==> config.mk <==
export PLATFORM = sky130hd
export DESIGN_NAME = magic_divisor_generator
export DESIGN_NICKNAME = d
export VERILOG_FILES = /design/src/sv/mdg_pkg.sv /design/src/sv/mdg_div_step.sv /design/src/sv/magic_divisor_generator.sv
export SDC_FILE = /design/constraint.sdc
export NUM_CORES = 2
export LEC_CHECK = 0
export ABC_AREA = 1
export BUFFER_PORTS_ARGS = -buffer_cell sky130_fd_sc_hd__buf_2
export CORE_MARGIN = 1
export CORE_UTILIZATION = 25
export CTS_CLUSTER_SIZE = 40
export DETAILED_ROUTE_END_ITERATION = 6
export MAX_ROUTING_LAYER = met4
export SETUP_SLACK_MARGIN = 0.2
export SYNTH_ARGS = -nofsm -noshare
export SYNTH_HDL_FRONTEND = slang
export SYNTH_SLANG_ARGS = --single-unit
==> constraint.sdc <==
create_clock -name clk -period 9 [get_ports clk]
set_clock_uncertainty 0.2 [all_clocks]
set_input_delay 0.45 -clock clk [delete_from_list [all_inputs] [get_ports clk]]
set_output_delay 0.45 -clock clk [all_outputs]
set_load 0.01 [all_outputs]
==> src/sv/mdg_pkg.sv <==
package mdg_pkg;

  // Fixed port widths
  localparam int unsigned DIVISOR_W = 32;
  localparam int unsigned SHIFT_W   = 5;

endpackage

==> src/sv/mdg_div_step.sv <==
// One restoring division step: one quotient bit per stage, with its own
// valid bit and a stall that ripples back only through full stages.
module mdg_div_step
  import mdg_pkg::*;
#(
  parameter int unsigned WORD_BITS = 32
) (
  input  logic                 clk,
  input  logic                 rst,
  input  logic                 up_valid,
  output logic                 up_ready,
  input  logic [WORD_BITS-1:0] up_rem,
  input  logic [WORD_BITS-1:0] up_quo,
  input  logic [WORD_BITS-1:0] up_dvs,
  input  logic [SHIFT_W-1:0]   up_shift,
  input  logic                 up_bad,
  output logic                 dn_valid,
  input  logic                 dn_ready,
  output logic [WORD_BITS-1:0] dn_rem,
  output logic [WORD_BITS-1:0] dn_quo,
  output logic [WORD_BITS-1:0] dn_dvs,
  output logic [SHIFT_W-1:0]   dn_shift,
  output logic                 dn_bad
);

  logic                 vld;
  logic [WORD_BITS-1:0] rem;
  logic [WORD_BITS-1:0] quo;
  logic [WORD_BITS-1:0] dvs;
  logic [SHIFT_W-1:0]   shift;
  logic                 bad;

  logic                 adv;
  logic [WORD_BITS:0]   rem_dbl;
  logic [WORD_BITS:0]   rem_sub;
  logic                 take;
  logic [WORD_BITS-1:0] rem_next;
  logic [WORD_BITS-1:0] quo_next;

  // stage moves when empty or when the next stage takes its beat
  assign adv      = !vld || dn_ready;
  assign up_ready = adv;

  // shift in a zero numerator bit, subtract divisor if it fits
  always_comb begin
    rem_dbl  = {up_rem, 1'b0};
    rem_sub  = rem_dbl - {1'b0, up_dvs};
    take     = (rem_dbl >= {1'b0, up_dvs});
    rem_next = take ? rem_sub[WORD_BITS-1:0] : rem_dbl[WORD_BITS-1:0];
    quo_next = {up_quo[WORD_BITS-2:0], take};
  end

  always_ff @(posedge clk) begin
    if (rst) begin
      vld <= 1'b0;
    end else if (adv) begin
      vld <= up_valid;
    end
  end

  always_ff @(posedge clk) begin
    if (adv && up_valid) begin
      rem   <= rem_next;
      quo   <= quo_next;
      dvs   <= up_dvs;
      shift <= up_shift;
      bad   <= up_bad;
    end
  end

  assign dn_valid = vld;
  assign dn_rem   = rem;
  assign dn_quo   = quo;
  assign dn_dvs   = dvs;
  assign dn_shift = shift;
  assign dn_bad   = bad;

endmodule

==> src/sv/magic_divisor_generator.sv <==
// Magic-number generator for unsigned division by an invariant divisor.
// For each divisor d it returns shift_amount = ceil(log2(d)) and
// magic_value = floor(2^WORD_BITS * (2^shift - d) / d) + 1, so that later
// logic can divide by d with a multiply and a shift. A divisor of zero or
// above 2^(WORD_BITS-1)-1 raises invalid and returns zeros. The block is a
// pipeline of WORD_BITS+3 register stages: input capture, shift search,
// remainder set-up, then one restoring division stage per quotient bit.
// It accepts one divisor every cycle while the result side does not stall,
// and each result leaves the last division stage; a stall on the result
// side holds only the stages that are full.
module magic_divisor_generator
  import mdg_pkg::*;
#(
  parameter int unsigned WORD_BITS = 32
) (
  input  logic                 clk,
  input  logic                 rst,
  input  logic                 divisor_valid,
  output logic                 divisor_ready,
  input  logic [DIVISOR_W-1:0] divisor,
  output logic                 result_valid,
  input  logic                 result_ready,
  output logic [31:0]          magic_value,
  output logic [SHIFT_W-1:0]   shift_amount,
  output logic                 invalid
);

  localparam logic [DIVISOR_W-1:0] LIMIT =
    DIVISOR_W'((64'd1 << (WORD_BITS - 1)) - 64'd1);

  // ---------------- stage 0: capture, range check, d-1
  logic                 v0;
  logic [WORD_BITS-1:0] d0;
  logic [WORD_BITS-1:0] dm0;
  logic                 bad0;
  logic                 adv0;
  logic                 adv1;
  logic                 adv2;

  assign adv0          = !v0 || adv1;
  assign divisor_ready = adv0;

  always_ff @(posedge clk) begin
    if (rst) begin
      v0 <= 1'b0;
    end else if (adv0) begin
      v0 <= divisor_valid;
    end
  end

  always_ff @(posedge clk) begin
    if (adv0 && divisor_valid) begin
      d0   <= divisor[WORD_BITS-1:0];
      dm0  <= divisor[WORD_BITS-1:0] - WORD_BITS'(1);
      bad0 <= (divisor == '0) || (divisor > LIMIT);
    end
  end

  // ---------------- stage 1: shift = bit length of d-1
  logic                 v1;
  logic [WORD_BITS-1:0] d1;
  logic [SHIFT_W-1:0]   s1;
  logic                 bad1;
  logic [SHIFT_W-1:0]   s_next;

  assign adv1 = !v1 || adv2;

  always_comb begin
    s_next = '0;
    for (int i = 0; i < WORD_BITS; i++) begin
      if (dm0[i]) begin
        s_next = SHIFT_W'(i + 1);
      end
    end
  end

  always_ff @(posedge clk) begin
    if (rst) begin
      v1 <= 1'b0;
    end else if (adv1) begin
      v1 <= v0;
    end
  end

  always_ff @(posedge clk) begin
    if (adv1 && v0) begin
      d1   <= d0;
      s1   <= s_next;
      bad1 <= bad0;
    end
  end

  // ---------------- stage 2: starting remainder 2^shift - d
  logic                 v2;
  logic [WORD_BITS-1:0] d2;
  logic [WORD_BITS-1:0] r2;
  logic [SHIFT_W-1:0]   s2;
  logic                 bad2;

  // division chain, index 0 fed by stage 2
  logic                 c_valid [0:WORD_BITS];
  logic                 c_ready [0:WORD_BITS];
  logic [WORD_BITS-1:0] c_rem   [0:WORD_BITS];
  logic [WORD_BITS-1:0] c_quo   [0:WORD_BITS];
  logic [WORD_BITS-1:0] c_dvs   [0:WORD_BITS];
  logic [SHIFT_W-1:0]   c_shift [0:WORD_BITS];
  logic                 c_bad   [0:WORD_BITS];

  assign adv2 = !v2 || c_ready[0];

  always_ff @(posedge clk) begin
    if (rst) begin
      v2 <= 1'b0;
    end else if (adv2) begin
      v2 <= v1;
    end
  end

  always_ff @(posedge clk) begin
    if (adv2 && v1) begin
      d2   <= d1;
      r2   <= (WORD_BITS'(1) << s1) - d1;
      s2   <= s1;
      bad2 <= bad1;
    end
  end

  assign c_valid[0] = v2;
  assign c_rem[0]   = r2;
  assign c_quo[0]   = '0;
  assign c_dvs[0]   = d2;
  assign c_shift[0] = s2;
  assign c_bad[0]   = bad2;

  // ---------------- one stage per quotient bit
  for (genvar k = 0; k < WORD_BITS; k++) begin : g_step
    mdg_div_step #(
      .WORD_BITS (WORD_BITS)
    ) u_step (
      .clk      (clk),
      .rst      (rst),
      .up_valid (c_valid[k]),
      .up_ready (c_ready[k]),
      .up_rem   (c_rem[k]),
      .up_quo   (c_quo[k]),
      .up_dvs   (c_dvs[k]),
      .up_shift (c_shift[k]),
      .up_bad   (c_bad[k]),
      .dn_valid (c_valid[k+1]),
      .dn_ready (c_ready[k+1]),
      .dn_rem   (c_rem[k+1]),
      .dn_quo   (c_quo[k+1]),
      .dn_dvs   (c_dvs[k+1]),
      .dn_shift (c_shift[k+1]),
      .dn_bad   (c_bad[k+1])
    );
  end

  // ---------------- result beat from the last stage
  logic [WORD_BITS-1:0] magic_w;

  // quotient plus one; an out-of-range divisor gives zeros
  assign magic_w      = c_quo[WORD_BITS] + WORD_BITS'(1);
  assign c_ready[WORD_BITS] = result_ready;
  assign result_valid = c_valid[WORD_BITS];
  assign magic_value  = c_bad[WORD_BITS] ? 32'd0 : 32'(magic_w);
  assign shift_amount = c_bad[WORD_BITS] ? '0 : c_shift[WORD_BITS];
  assign invalid      = c_bad[WORD_BITS];

endmodule
==> results.md <==
- Worst Path Required: 8.35 ns
- Fillers: 60500
- First DRT Iteration DRCs: 5095
- Critical Path Sink Type: primary output
- Predominant post-synthesis flop cell: edfxtp_1
- Hold-fix buffers, CTS: 41
- Share of layout cells above drive strength 1: 5.47%
- Buf+Inv Stages, Crit Path: 1
- Unrepaired setup endpoints after global routing: false
- Via/cell ratio: 4.32
- Worst setup SP type: register
- Slowest CP cell: nor2_2
- Avg Cell Area, Syn: 10.9 um^2
- Post-CTS Setup Repair Bufs: 0
- Die Area: 596000 um^2
- Seq/Total Area, Yosys: 58.7%
- DP Wirelength: 288 mm
- Multi-input gate area: 54000 um^2
- Max-slew violations: 0
- Largest net degree at the start of global routing: 87
- Num CTS Buffers: 304
- Library cells used by synthesis: 59
- Clock insertion delay at the later pin of the skew report: 0.96 ns
- GR Overflow Total: 0
- Yosys reg bits: 2912
- Vias: 94900
- Fraction of registers with async set/reset: 0%
- CP max FO: 4
- WL final: 360 mm
- Leak pwr: 0.0641 uW
- Sw power: 5720 uW
- Hold Slack: 0.114 ns
- Vias in the first global route: 96800
- Combinational Power Share: 1.0%
- Die X: 772 um
- Clock network fraction of total power: 45.9%
- RePlAce Congestion: 0.949
- Layout Utilization: 28.6%
- Pwr per Cell Area: 165 nW/um^2
- Setup_tns: 0 ns
- Total power: 27900 uW
- Net Sw Frac: 20.5%
- CTS max path bufs: 4
- Clock sink total: 2912
- Routed wl met3: 10.3 mm
- First-pass GRT wire length: 549 mm
- Layout net count: 15000
- Measured slew at the worst slew-check pin: 1.20 ns
- Synthesis-to-layout area growth: 13.9%
- Gr usage total: 12.1%
- HP Class: input port to register
- # DRC: 0
- EDFF count, synth: 2877
- Wire length on met1: 132 mm
- Final Hold Vio Count: 0
- Peak supply drop: 0.000162 V
- Clk slew on worst S/H paths: 0.06 ns
- WL/cell: 16.4 um
- Top Layer Used: met4
- Top delay family on crit path: simple AND/OR/NAND/NOR gates
- Effective utilization at floorplan: 25.1%
- Met2 WL: 196 mm
- H-tree depth reported by CTS: 5
- Total iterations of the first detailed-routing run: 6
- Vert. Die Dim: 772 um
- Gate Count Post-Synth: 13600
- Final min period: 5.74 ns
- Mapped Nets: 14700
- Final period utilization: 63.8%
- Cell Area, Synth: 148000 um^2
- FMAX: 0.174 GHz
- CP max stage delay: 0.48 ns
- Synth warn: 0
- Site row count: 282
- IO Pins: 76
- Port bufs: 75
- Initial antenna violation count: 5
- CTS Root Cell: clkbuf_16
- Max Cap Violations: 0
- Reg power frac: 53.1%
- Core area: 590000 um^2
- Gates resized, CTS repair: 0
- Status: finished clean
- Crit path DAT: 5.09 ns
- Setup violators final: 0
- DRT antenna net count: 0
- Worst path cell trace: ha_1 -> nand2_1 -> nor2_2 -> nand4_2 -> nor2_2 -> nand2_2 -> nor4_4 -> nand2_1 -> nor4_2 -> nand2_1 -> nor2_2 -> nand2_1 -> nor2_2 -> nand2_1 -> nor2_2 -> nand2_1 -> nor2_2 -> nand2_1 -> nor2_2 -> nand2_1 -> nor2_2 -> a21oi_1 -> nor3_2 -> buf_2
- Final setup margin: 3.26 ns
- P_int: 22200 uW
- Critical path type: register to primary output
- Reg area: 87100 um^2
- CTS tree: yes
- Dpl ws: 3.73 ns
- Relative slew slack: 19.1%
sequential cells by signal, indices dropped and copies added (netlist names), 5 cells and up:
name                    count
g_step.u_step.dn_valid     32
g_step.u_step.dn_rem      992
r2                         32
s1                          5
d0                         32
g_step.u_step.dn_dvs      992
dm0                        32
s2                          5
d1                         32
d2                         32
g_step.u_step.dn_quo      528
g_step.u_step.dn_shift    160
g_step.u_step.dn_bad       32
cells in the mapped netlist, types with 77 or more instances:
library cell / n / area, um^2
ha_1: 1057 / 13200
a21oi_1: 1181 / 5910
nor2_1: 669 / 2510
o21ai_1: 87 / 435
clkbuf_1: 152 / 571
xnor2_1: 617 / 5400
xor2_1: 337 / 2950
nor4_1: 77 / 482
edfxtp_1: 2877 / 86400
inv_1: 1715 / 6440
nand2_1: 2445 / 9180
o21ai_0: 1234 / 6180
nand3_1: 256 / 1280
layer usage:
layer / track usage, % / up-vias
met5: - / -
met4: 6.13 / 0
met3: 1.41 / 830
met2: 23.6 / 1447
met1: 11.6 / 44400
li1: - / 48200
worst reg2reg max path, stage by stage, from the launching register on:
cell	delay, ns
edfxtp_1	0.53
inv_1	0.08
ha_1	0.33
a21oi_1	0.16
nand2_1	0.11
a21oi_1	0.24
o21bai_1	0.15
a21oi_1	0.26
o21ai_1	0.15
a21boi_1	0.42
o21ai_1	0.23
nand4_1	0.13
o2111ai_1	0.16
nand3_1	0.11
nand2_1	0.08
nand2_1	0.07
nand2_1	0.11
inv_2	0.71
o21ai_0	0.69
per-stage QoR:
step | instance area (um^2) | instances
floorplan | 148000 | 13600
global placement | 158000 | 21300
detailed placement | 158000 | 21300
CTS | 169000 | 21900
global route | 169000 | 22000
finish | 169000 | 22000
power by group through the flow:
stage               clock [uW]  sequential (uW)  combinational [uW]
global placement             0            15100                 273
global route             13600            14800                 323
floorplan                    0            15100                 187
CTS                      13100            14800                 291
detailed placement           0            15100                 273
finish                   12800            14800                 290
layout by cell type (no fill, tap or decap), types with 41 or more instances in the layout:
cell / instances
dlygate4sd3_1: 41
nand4_1: 62
o21ai_2: 46
xor2_1: 337
a21oi_1: 1180
clkbuf_1: 46
clkbuf_16: 309
nor3_1: 69
a221oi_1: 60
clkinv_2: 60
nand2_1: 2445
o211ai_1: 42
edfxtp_1: 2877
o21ai_0: 1234
buf_4: 82
nor2_1: 653
ha_1: 1057
clkinv_1: 71
o21ai_1: 87
inv_1: 1696
buf_2: 75
o21a_1: 57
xnor2_1: 617
nor4_1: 76
a21o_1: 73
nand3_1: 256
final timing paths:
kind | startpoint | endpoint | slack [ns] | cells after the start
hold reg to reg | g_step[21].u_step.dn_shift[1] | g_step[22].u_step.dn_shift[1] | 0.19 | 0
setup / recovery | g_step[31].u_step.dn_quo[0] | magic_value[30] | 3.26 | 24
setup reg to reg | g_step[0].u_step.dn_dvs[2] | g_step[1].u_step.dn_rem[4] | 3.60 | 18
hold / removal | divisor[6] | d0[6] | 0.11 | 2
cell type report:
class	count	area share [%]
repair buffers	198	0.829
multi-input cells	8738	32.0
inverters	1732	3.86
clock inverters	197	1.27
well taps	7810	5.78
diodes	4	0.00592
flip-flops and latches	2912	51.5
clock buffers	360	4.72
kinds of logic (layout without fill, tap and decap cells):
| group | after synthesis | in the layout | synth area share (%) |
|---|---|---|---|
| AND/OR/NAND/NOR | 3696 | 3696 | 10.3 |
| XOR/XNOR | 954 | 954 | 5.63 |
| adder cells (fa/ha/maj) | 1089 | 1089 | 9.35 |
| flip-flops | 2912 | 2912 | 58.7 |
| other | 0 | 4 | 0 |
| AO/OA/AOI/OAI | 2999 | 2999 | 11.1 |
| buffers and inverters | 1931 | 2487 | 4.93 |
No activity file was read; power rests on OpenSTA's default activity.
